--- src/rtl/core/mecanum_move_sequencer_unit_assert.svh ---
// Assertion macros shared by the move sequencer RTL.
`ifndef MECANUM_MOVE_SEQUENCER_UNIT_ASSERT_SVH
`define MECANUM_MOVE_SEQUENCER_UNIT_ASSERT_SVH

// Same-cycle implication, sampled on clk, off during rst.
`define MMS_ASSERT_NOW(lbl, ante, cons) \
  lbl: assert property (@(posedge clk) disable iff (rst) (ante) |-> (cons)) \
    else $error("mms assertion failed");

// Next-cycle implication, sampled on clk, off during rst.
`define MMS_ASSERT_NEXT(lbl, ante, cons) \
  lbl: assert property (@(posedge clk) disable iff (rst) (ante) |=> (cons)) \
    else $error("mms assertion failed");

`endif

--- src/rtl/core/mms_pkg.sv ---
// Types, codes and constants of the mecanum move sequencer.
package mms_pkg;

  typedef enum logic [1:0] {
    ACT_DIST  = 2'd0,
    ACT_MULTI = 2'd1,
    ACT_READ  = 2'd2
  } action_t;

  typedef enum logic [1:0] {
    AXIS_X = 2'd0,
    AXIS_Y = 2'd1,
    AXIS_W = 2'd2
  } axis_t;

  typedef struct packed {
    logic [1:0]         action;
    logic [1:0]         axis;
    logic signed [15:0] distance_cm;
    logic signed [15:0] axis_speed;
    logic signed [15:0] vel_x;
    logic signed [15:0] vel_y;
    logic signed [15:0] vel_w;
    logic signed [31:0] target_count;
    logic signed [31:0] encoder_value;
  } in_item_t;

  typedef struct packed {
    logic       port;
    logic [7:0] command;
    logic [7:0] value;
    logic       has_value;
    logic       last;
  } out_item_t;

  typedef enum logic [1:0] {
    JOB_START = 2'd0,
    JOB_CONT  = 2'd1,
    JOB_STOP  = 2'd2
  } job_kind_t;

  typedef struct packed {
    job_kind_t       kind;
    logic            read_first;
    logic [3:0][7:0] speed;
  } job_t;

  localparam int     COEF_FRAC_BITS_DEF = 16;
  localparam int     QUEUE_DEPTH_DEF    = 4;
  // 0.355*pi/180 in Q32
  localparam longint COEF_Q32           = 64'd26611269;

  // cm to count: *998, then /35 as multiply by ceil(2^31/35) and shift
  localparam logic [9:0]  DIST_SCALE = 10'd998;
  localparam logic [25:0] DIV_MUL    = 26'd61356676;
  localparam int          DIV_SHIFT  = 31;

  localparam logic [7:0] SPEED_STOP    = 8'd128;
  localparam logic [7:0] CMD_SPEED_B   = 8'h31;
  localparam logic [7:0] CMD_SPEED_A   = 8'h32;
  localparam logic [7:0] CMD_ENC_RESET = 8'h35;
  localparam logic [7:0] CMD_READ_ENC1 = 8'h23;
  localparam logic [7:0] CMD_READ_ENC2 = 8'h24;

  // last frame index of each job kind
  localparam logic [2:0] IDX_START_LAST = 3'd2;
  localparam logic [2:0] IDX_STOP_LAST  = 3'd3;
  localparam logic [2:0] IDX_CONT_LAST  = 3'd4;

endpackage

--- src/rtl/core/mecanum_move_sequencer_unit.sv ---
// Top level of the mecanum move sequencer: front end, job queue, back end.
//
// Usage:
//  - req channel (req_valid/req_ready/req_data) takes move requests
//    (distance or multi move) and encoder readings, one per cycle while req_ready is high.
//  - frm channel (frm_valid/frm_ready/frm_data) gives command frames for the
//    wheel drivers, one per cycle while frm_ready is high, last set on a
//    request's final frame.
//  - A request's first frame passes the three front-end stages, the job queue
//    and the output register before it is valid. A move request gives 3
//    frames, a reading 4 (stop) or 5 (continue), an idle reading or action
//    code three none; the back end's frame expansion sets the sustained rate.
//  - The front end is a three-stage pipeline (decode and multiply, wheel mix
//    and distance scaling, sign fix and move tracking); a job queue decouples
//    it from frame emission, so requests keep flowing until the queue fills.
//  - Reset (rst, synchronous): idle, goal zero, encoder one selected, wheel
//    speeds 128, queue and output register empty.
//  - When the receiver stalls, the current frame holds in the output register,
//    the queue fills, then req_ready drops until space frees up.
module mecanum_move_sequencer_unit #(
  parameter int COEF_FRAC_BITS = mms_pkg::COEF_FRAC_BITS_DEF,
  parameter int QUEUE_DEPTH    = mms_pkg::QUEUE_DEPTH_DEF
) (
  input  logic               clk,
  input  logic               rst,
  input  logic               req_valid,
  output logic               req_ready,
  input  mms_pkg::in_item_t  req_data,
  output logic               frm_valid,
  input  logic               frm_ready,
  output mms_pkg::out_item_t frm_data
);

  // front -> queue
  logic          push_valid;
  logic          push_ready;
  mms_pkg::job_t push_job;

  // queue -> back
  logic          pop_valid;
  logic          pop_ready;
  mms_pkg::job_t pop_job;

  mms_front #(
    .COEF_FRAC_BITS(COEF_FRAC_BITS)
  ) u_front (
    .clk      (clk),
    .rst      (rst),
    .req_valid(req_valid),
    .req_ready(req_ready),
    .req_data (req_data),
    .job_valid(push_valid),
    .job_ready(push_ready),
    .job      (push_job)
  );

  mms_queue #(
    .DEPTH(QUEUE_DEPTH)
  ) u_queue (
    .clk       (clk),
    .rst       (rst),
    .push_valid(push_valid),
    .push_ready(push_ready),
    .push_data (push_job),
    .pop_valid (pop_valid),
    .pop_ready (pop_ready),
    .pop_data  (pop_job)
  );

  mms_back u_back (
    .clk      (clk),
    .rst      (rst),
    .job_valid(pop_valid),
    .job_ready(pop_ready),
    .job      (pop_job),
    .frm_valid(frm_valid),
    .frm_ready(frm_ready),
    .frm_data (frm_data)
  );

endmodule

--- src/rtl/core/mms_front.sv ---
// Front end: accepts requests, mixes wheel speeds, tracks the move, issues jobs.
module mms_front #(
  parameter int COEF_FRAC_BITS = mms_pkg::COEF_FRAC_BITS_DEF
) (
  input  logic             clk,
  input  logic             rst,
  input  logic             req_valid,
  output logic             req_ready,
  input  mms_pkg::in_item_t req_data,
  output logic             job_valid,
  input  logic             job_ready,
  output mms_pkg::job_t    job
);

  localparam longint COEF = (mms_pkg::COEF_Q32 + (longint'(1) << (31 - COEF_FRAC_BITS)))
                            >> (32 - COEF_FRAC_BITS);
  localparam int COEF_W = $clog2(COEF + 1) + 1;
  localparam int ROT_W  = 16 + COEF_W;
  localparam int T_W    = COEF_FRAC_BITS + 19;
  localparam int Q_W    = T_W - COEF_FRAC_BITS;
  localparam logic signed [COEF_W-1:0] COEF_S = COEF_W'(COEF);

  // sum in Q(frac), truncate toward zero, clamp, offset by 128
  function automatic logic [7:0] wheel(input logic signed [16:0] lin,
                                       input logic signed [ROT_W-1:0] rot,
                                       input logic add);
    logic signed [T_W-1:0] t;
    logic [T_W-1:0]        mag;
    logic [Q_W-1:0]        q;
    t = T_W'(lin) <<< COEF_FRAC_BITS;
    if (add) begin
      t = t + T_W'(rot);
    end else begin
      t = t - T_W'(rot);
    end
    mag = t[T_W-1] ? -t : t;
    q   = mag[T_W-1:COEF_FRAC_BITS];
    if (!t[T_W-1]) begin
      wheel = (q > Q_W'(127)) ? 8'd255 : 8'(q) + 8'd128;
    end else begin
      wheel = (q > Q_W'(128)) ? 8'd0 : 8'(9'd128 - 9'(q));
    end
  endfunction

  logic adv;
  logic accept;

  // request decode
  logic signed [15:0] x, y, w;
  logic signed [31:0] cnt;
  logic               use_div;
  logic [15:0]        dist_mag;

  always_comb begin
    x       = req_data.vel_x;
    y       = req_data.vel_y;
    w       = req_data.vel_w;
    cnt     = req_data.target_count;
    use_div = 1'b0;
    if (req_data.action == mms_pkg::ACT_DIST) begin
      x   = '0;
      y   = '0;
      w   = '0;
      cnt = 32'(req_data.distance_cm);
      case (req_data.axis)
        mms_pkg::AXIS_X: begin
          x       = req_data.axis_speed;
          use_div = 1'b1;
        end
        mms_pkg::AXIS_Y: begin
          y       = req_data.axis_speed;
          use_div = 1'b1;
        end
        default: begin
          w = req_data.axis_speed;
        end
      endcase
    end
    dist_mag = req_data.distance_cm[15] ? (~req_data.distance_cm + 16'd1)
                                        : req_data.distance_cm;
  end

  assign accept = req_valid && adv;

  // stage 1
  logic                    v1, read1, use_div1, neg1;
  logic signed [16:0]      lin_a1, lin_b1;
  logic signed [ROT_W-1:0] rot1;
  logic [24:0]             prod1;
  logic signed [31:0]      cnt1, enc1;

  // stage 2
  logic                    v2, read2;
  logic [3:0][7:0]         sp2;
  logic signed [31:0]      cnt2, enc2;
  logic [50:0]             div_prod;
  logic [19:0]             div_q;

  // stage 3
  logic                    v3, read3;
  logic [3:0][7:0]         sp3;
  logic signed [31:0]      cnt3, enc3;

  // move state
  logic                    moving;
  logic signed [31:0]      goal;
  logic                    read_first;
  logic [3:0][7:0]         wheel_speed;

  assign div_prod = 51'(prod1) * 51'(mms_pkg::DIV_MUL);
  assign div_q    = div_prod[mms_pkg::DIV_SHIFT +: 20];

  always_ff @(posedge clk) begin
    if (rst) begin
      v1 <= 1'b0;
      v2 <= 1'b0;
      v3 <= 1'b0;
    end else if (adv) begin
      v1 <= accept && (req_data.action inside {mms_pkg::ACT_DIST, mms_pkg::ACT_MULTI,
                                               mms_pkg::ACT_READ});
      v2 <= v1;
      v3 <= v2;
    end
  end

  always_ff @(posedge clk) begin
    if (adv) begin
      read1    <= (req_data.action == mms_pkg::ACT_READ);
      use_div1 <= use_div;
      neg1     <= req_data.distance_cm[15];
      lin_a1   <= 17'(x) - 17'(y);
      lin_b1   <= 17'(x) + 17'(y);
      rot1     <= ROT_W'(w) * ROT_W'(COEF_S);
      prod1    <= 25'(dist_mag) * 25'(mms_pkg::DIST_SCALE);
      cnt1     <= cnt;
      enc1     <= req_data.encoder_value;

      read2    <= read1;
      sp2[0]   <= wheel(lin_a1, rot1, 1'b0);
      sp2[1]   <= wheel(lin_b1, rot1, 1'b1);
      sp2[2]   <= wheel(lin_b1, rot1, 1'b0);
      sp2[3]   <= wheel(lin_a1, rot1, 1'b1);
      cnt2     <= use_div1 ? (neg1 ? -32'(div_q) : 32'(div_q)) : cnt1;
      enc2     <= enc1;

      read3    <= read2;
      sp3      <= sp2;
      cnt3     <= cnt2;
      enc3     <= enc2;
    end
  end

  // sign fix and continue test
  logic               rf_new, neg_goal, go, need_job;
  logic signed [31:0] goal_new;

  always_comb begin
    rf_new   = (sp3[1] != mms_pkg::SPEED_STOP);
    neg_goal = rf_new ? (sp3[1] > mms_pkg::SPEED_STOP) : (sp3[0] > mms_pkg::SPEED_STOP);
    goal_new = neg_goal ? -cnt3 : cnt3;
    go       = (goal > 32'sd0) ? (goal > enc3) : (goal < enc3);
    need_job = v3 && (!read3 || moving);

    job.read_first = read_first;
    job.speed      = wheel_speed;
    if (!read3) begin
      job.kind       = mms_pkg::JOB_START;
      job.read_first = rf_new;
      job.speed      = sp3;
    end else if (go) begin
      job.kind = mms_pkg::JOB_CONT;
    end else begin
      job.kind = mms_pkg::JOB_STOP;
    end
  end

  assign adv       = !need_job || job_ready;
  assign job_valid = need_job;
  assign req_ready = adv;

  always_ff @(posedge clk) begin
    if (rst) begin
      moving      <= 1'b0;
      goal        <= '0;
      read_first  <= 1'b1;
      wheel_speed <= {4{mms_pkg::SPEED_STOP}};
    end else if (v3 && adv) begin
      if (!read3) begin
        moving      <= 1'b1;
        goal        <= goal_new;
        read_first  <= rf_new;
        wheel_speed <= sp3;
      end else if (moving && !go) begin
        moving <= 1'b0;
      end
    end
  end

endmodule

--- src/rtl/core/mms_queue.sv ---
// Job queue between front and back end.
`include "mecanum_move_sequencer_unit_assert.svh"

module mms_queue #(
  parameter int DEPTH = mms_pkg::QUEUE_DEPTH_DEF
) (
  input  logic          clk,
  input  logic          rst,
  input  logic          push_valid,
  output logic          push_ready,
  input  mms_pkg::job_t push_data,
  output logic          pop_valid,
  input  logic          pop_ready,
  output mms_pkg::job_t pop_data
);

  localparam int PW = $clog2(DEPTH);
  localparam int CW = $clog2(DEPTH + 1);

  mms_pkg::job_t mem [DEPTH];
  logic [PW-1:0] wr_ptr, rd_ptr;
  logic [CW-1:0] count;
  logic          do_push, do_pop;

  assign push_ready = (count != CW'(DEPTH));
  assign pop_valid  = (count != '0);
  assign pop_data   = mem[rd_ptr];
  assign do_push    = push_valid && push_ready;
  assign do_pop     = pop_valid && pop_ready;

  always_ff @(posedge clk) begin
    if (do_push) begin
      mem[wr_ptr] <= push_data;
    end
  end

  always_ff @(posedge clk) begin
    if (rst) begin
      wr_ptr <= '0;
      rd_ptr <= '0;
      count  <= '0;
    end else begin
      if (do_push) begin
        wr_ptr <= (wr_ptr == PW'(DEPTH - 1)) ? '0 : wr_ptr + 1'b1;
      end
      if (do_pop) begin
        rd_ptr <= (rd_ptr == PW'(DEPTH - 1)) ? '0 : rd_ptr + 1'b1;
      end
      if (do_push && !do_pop) begin
        count <= count + 1'b1;
      end else if (do_pop && !do_push) begin
        count <= count - 1'b1;
      end
    end
  end

  `MMS_ASSERT_NOW(a_q_bound, 1'b1, count <= CW'(DEPTH))
  `MMS_ASSERT_NEXT(a_q_fill, do_push && !do_pop, count == $past(count) + 1'b1)
  `MMS_ASSERT_NEXT(a_q_drain, do_pop && !do_push, count == $past(count) - 1'b1)

endmodule

--- src/rtl/core/mms_back.sv ---
// Back end: expands each job into command frames behind an output register.
`include "mecanum_move_sequencer_unit_assert.svh"

module mms_back (
  input  logic               clk,
  input  logic               rst,
  input  logic               job_valid,
  output logic               job_ready,
  input  mms_pkg::job_t      job,
  output logic               frm_valid,
  input  logic               frm_ready,
  output mms_pkg::out_item_t frm_data
);

  logic [2:0]         idx;
  mms_pkg::out_item_t frame;
  logic               is_last;
  logic               load;
  logic [7:0]         read_cmd;
  logic [7:0]         speed_cmd;
  logic [7:0]         cur_speed;

  always_comb begin
    read_cmd  = job.read_first ? mms_pkg::CMD_READ_ENC1 : mms_pkg::CMD_READ_ENC2;
    speed_cmd = idx[0] ? mms_pkg::CMD_SPEED_B : mms_pkg::CMD_SPEED_A;
    cur_speed = job.speed[idx[1:0]];

    frame.port      = idx[1];
    frame.command   = speed_cmd;
    frame.value     = mms_pkg::SPEED_STOP;
    frame.has_value = 1'b1;
    frame.last      = 1'b0;
    is_last         = 1'b0;

    case (job.kind)
      mms_pkg::JOB_START: begin
        frame.port      = 1'b0;
        frame.value     = '0;
        frame.has_value = 1'b0;
        frame.command   = mms_pkg::CMD_ENC_RESET;
        if (idx == mms_pkg::IDX_START_LAST) begin
          frame.command = read_cmd;
          is_last       = 1'b1;
        end
      end
      mms_pkg::JOB_CONT: begin
        // negated speed byte, modulo 256
        frame.value = ~cur_speed + 8'd1;
        if (idx == mms_pkg::IDX_CONT_LAST) begin
          frame.port      = 1'b0;
          frame.command   = read_cmd;
          frame.value     = '0;
          frame.has_value = 1'b0;
          is_last         = 1'b1;
        end
      end
      mms_pkg::JOB_STOP: begin
        is_last = (idx == mms_pkg::IDX_STOP_LAST);
      end
      default: begin
        is_last = 1'b1;
      end
    endcase
    frame.last = is_last;
  end

  assign load      = job_valid && (!frm_valid || frm_ready);
  assign job_ready = load && is_last;

  always_ff @(posedge clk) begin
    if (rst) begin
      frm_valid <= 1'b0;
      idx       <= '0;
    end else if (load) begin
      frm_valid <= 1'b1;
      idx       <= is_last ? '0 : idx + 3'd1;
    end else if (frm_ready) begin
      frm_valid <= 1'b0;
    end
  end

  always_ff @(posedge clk) begin
    if (load) begin
      frm_data <= frame;
    end
  end

  `MMS_ASSERT_NOW(a_idx_range, 1'b1, idx <= mms_pkg::IDX_CONT_LAST)
  `MMS_ASSERT_NEXT(a_idx_wrap, load && is_last, idx == '0)
  `MMS_ASSERT_NEXT(a_frm_load, load, frm_valid && (frm_data == $past(frame)))

endmodule

--- config.mk ---
export PLATFORM = sky130hd
export DESIGN_NAME = mecanum_move_sequencer_unit
export DESIGN_NICKNAME = d
export VERILOG_FILES = /design/src/rtl/core/mms_pkg.sv /design/src/rtl/core/mecanum_move_sequencer_unit.sv /design/src/rtl/core/mms_front.sv /design/src/rtl/core/mms_queue.sv /design/src/rtl/core/mms_back.sv
export VERILOG_INCLUDE_DIRS = /design/src /design/src/rtl/core
export SDC_FILE = /design/constraint.sdc
export NUM_CORES = 2
export LEC_CHECK = 0
export ABC_AREA = 1
export BUFFER_PORTS_ARGS = -buffer_cell sky130_fd_sc_hd__buf_2
export CORE_MARGIN = 3
export CORE_UTILIZATION = 52
export CTS_BUF_LIST = sky130_fd_sc_hd__clkbuf_2 sky130_fd_sc_hd__clkbuf_4 sky130_fd_sc_hd__clkbuf_8
export CTS_CLUSTER_SIZE = 10
export DETAILED_ROUTE_END_ITERATION = 8
export PLACE_DENSITY = 0.7
export SYNTH_ARGS = -nofsm -noshare
export SYNTH_HDL_FRONTEND = slang
export SYNTH_HIERARCHICAL = 1
export SYNTH_SLANG_ARGS = --single-unit
--- constraint.sdc ---
create_clock -name clk -period 17.9 [get_ports clk]
set_input_delay 2.685 -clock clk [delete_from_list [all_inputs] [get_ports clk]]
set_output_delay 2.685 -clock clk [all_outputs]
set_load 0.01 [all_outputs]
==> impl_metrics.yaml <==
timing:
  fin_worst_skew_ns: 0.0316
  post-route-period-util_pct: 48.3
  tightest_slew_ns: 1.11
  period_needed_ns: 8.64
  setup_tns_ns: 0
  slew_headroom_pct: 25.9
  fmax_mhz: 116
  hold_slack_ns: 0.409
  setup_violations: 0
  rsz0062_at_grt: "false"
  final-max-slew-violation-count: 0
  finalHoldViolations: 0
critical_path:
  critPathCaptureType: "flop"
  r2r_start: "u_front/prod1[2]"
  reg2reg_depth: 28
  worstPathRequired_ns: 18.34
  cp.arrival_ns: 9.08
  critical_path_class: "primary input to flop"
  reg2reg_to: "u_front/cnt2[25]"
  slowest_delay_ns: 0.52
  reg2reg_slack_ns: 9.89
  worst-path-max-fanout: 59
  slowest_stage: "fa_1"
  cp-start-kind: "primary input"
floorplan:
  rows: 111
  initial_utilization_pct: 52.6
  die_x_um: 311
  die_h_um: 311
  core-area_um2: 92100
  die_area_um2: 96900
  ios: 173
clock_tree:
  h-tree-depth: 3
  clock_path_buffers: 3
  ctsResizeCount: 0
  holdBufCountCts: 0
  post_cts_buffers: 0
  clock-sinks: 580
  tritoncts: "built"
  clock_latency_ns: 0.71
  cts_buffers: 95
  cts_root_buf: "clkbuf_8"
  clk_pin_slew_worst_paths_ns: 0.06
logic_synthesis:
  async_flop_share_pct: 0
  synth_seq_area_share_pct: 34.2
  syn-cell-area_um2: 48500
  yosysWarningCount: 6
  synth_edf_count: 498
  synth-main-ff-cell: "edfxtp_1"
  ys_seq_elements: 580
  synth.distinct_cells: 66
  syn_inst: 5734
  avgSynthCellArea_um2: 8.45
outcome:
  status: "complete, no violations"
route:
  viasPerCell: 5.22
  avgRoutedWirePerCell_um: 16.6
  vias: 37800
  drtPass1Iterations: 7
  antenna_left: 0
  drc: 0
  drt-total-wl_um: 120000
  drtIter0Drc: 3049
min_path:
  hold_path.class: "flop to flop"
  whs_path_depth: 0
  hp-start: "u_front/cnt2[23]"
  holdPathEnd: "u_front/cnt3[23]"
cells_and_area:
  fin_nets: 6800
  area_growth_pct: 8.36
  drive_gt1_share_pct: 9.05
grt:
  grt_use_total_pct: 24.7
  grt_overflow: 0
  antenna_found_initial: 6
  grt_pass1_wl_um: 193000
  first_global_vias: 37000
  grt_max_degree: 77
placement:
  place_congestion: 1.01
  dp_hpwl_um: 96200
  port_buffers: 168
flow_run:
  cap_violations: 0
-- critical path, delay by kind of cell --
kind / cells / cell delay, ns
and+or+nand+nor: 5 / 0.45
buffers and inverters: 7 / 1.61
AOI/OAI and AO/OA: 9 / 2.27
adders and majority gates: 5 / 1.82
xor gates and xnor gates: 1 / 0.17
-- routing by layer --
| layer | vias to the layer above | GRT usage (%) | routed length [um] |
|---|---|---|---|
| li1 | 18900 | - | - |
| met1 | 17500 | 33.6 | 53900 |
| met2 | 1067 | 40.2 | 54600 |
| met3 | 223 | 4.19 | 7950 |
| met4 | 0 | 7.96 | 3860 |
| met5 | - | 0 | 0 |
-- worst max path at each step --
stage	from	endpoint	slack [ns]	cells after the start
finish	req_data[147]	u_front/rot1[25]	9.26	27
global route	req_data[147]	u_front/rot1[25]	8.87	27
CTS	req_data[147]	u_front/rot1[25]	9.29	27
detailed placement	req_data[147]	u_front/rot1[25]	8.52	27
global placement	req_data[147]	u_front/rot1[25]	8.64	27
floorplan	u_front/read3	req_ready	7.15	3
-- flip-flops by register name (all words and copies together) (netlist names), 2 cells and up, named ones only --
register             cells
u_back/frm_data         15
u_back/idx               3
u_front/cnt1            32
u_front/cnt2            32
u_front/cnt3            32
u_front/enc1            32
u_front/enc2            32
u_front/enc3            32
u_front/goal            32
u_front/lin_a1          17
u_front/lin_b1          16
u_front/prod1           24
u_front/rot1            25
u_front/sp2             32
u_front/sp3             32
u_front/wheel_speed     32
u_queue/count            3
u_queue/mem            140
u_queue/rd_ptr           2
u_queue/wr_ptr           2
-- cells by family after synthesis --
family | count (synthesis) | share of synthesized area, %
other cells | 2 | 0.0155
flops | 580 | 34.2
buf+inv | 1174 | 9.50
xor+xnor | 195 | 3.59
fa+ha+maj | 749 | 23.4
simple gates | 2298 | 20.7
compound gates | 736 | 8.61
-- stage by stage --
step	std cells	setup slack [ns]	utilization, %	area [um2]
floorplan	5736	7.15	-	48500
global placement	7045	8.64	54.8	50400
detailed placement	7045	8.52	54.8	50400
CTS	7224	9.29	57.0	52500
global route	7225	8.87	57.0	52500
finish	7228	9.26	57.0	52500
-- final cells by class --
class                      instances  area, um2
clock inverter                    44        415
multi-input combinational       3982      27300
inverter                        1050       3960
clock buffer                     135       1660
tap                             1243       1560
fill                            8380      39600
sequential                       580      16600
antenna                            4       10.0
timing repair buffer             190       1010
-- layout by cell type, fill, tap and decap left out, drive strengths merged, types with 4 or more instances in the layout --
master,count
a211oi,14
buf,190
a21oi,224
inv,1051
a21boi,32
bufinv,6
o21ai,317
o21a,13
nor3,44
o22ai,37
o211ai,12
dfxtp,82
xnor2,33
and2,4
nand2,1240
a32o,5
clkinvlp,6
nand4,69
nand3b,22
diode,4
o31ai,4
o21bai,21
ha,488
nor4,26
clkinv,31
or2,4
a31oi,27
nand3,313
edfxtp,498
a21o,16
clkbuf,135
a22o,5
nor2,571
fa,261
xor2,162
conb,4
-- synthesized netlist by cell type (38+ instances only) --
cell / instances / area (um2)
nand2_1: 1187 / 4460
inv_1: 1015 / 3810
nor2_1: 522 / 1960
edfxtp_1: 498 / 15000
ha_1: 488 / 6110
nand3_1: 296 / 1480
o21ai_0: 276 / 1380
fa_1: 261 / 5230
a21oi_1: 218 / 1090
xor2_1: 158 / 1380
dfxtp_1: 82 / 1640
nand4_1: 69 / 432
clkbuf_1: 59 / 221
nor3_1: 42 / 210
nand2_2: 38 / 238
Power is not shown: default switching activity piles up to over one toggle a cycle in this logic, so the estimate is an artifact.
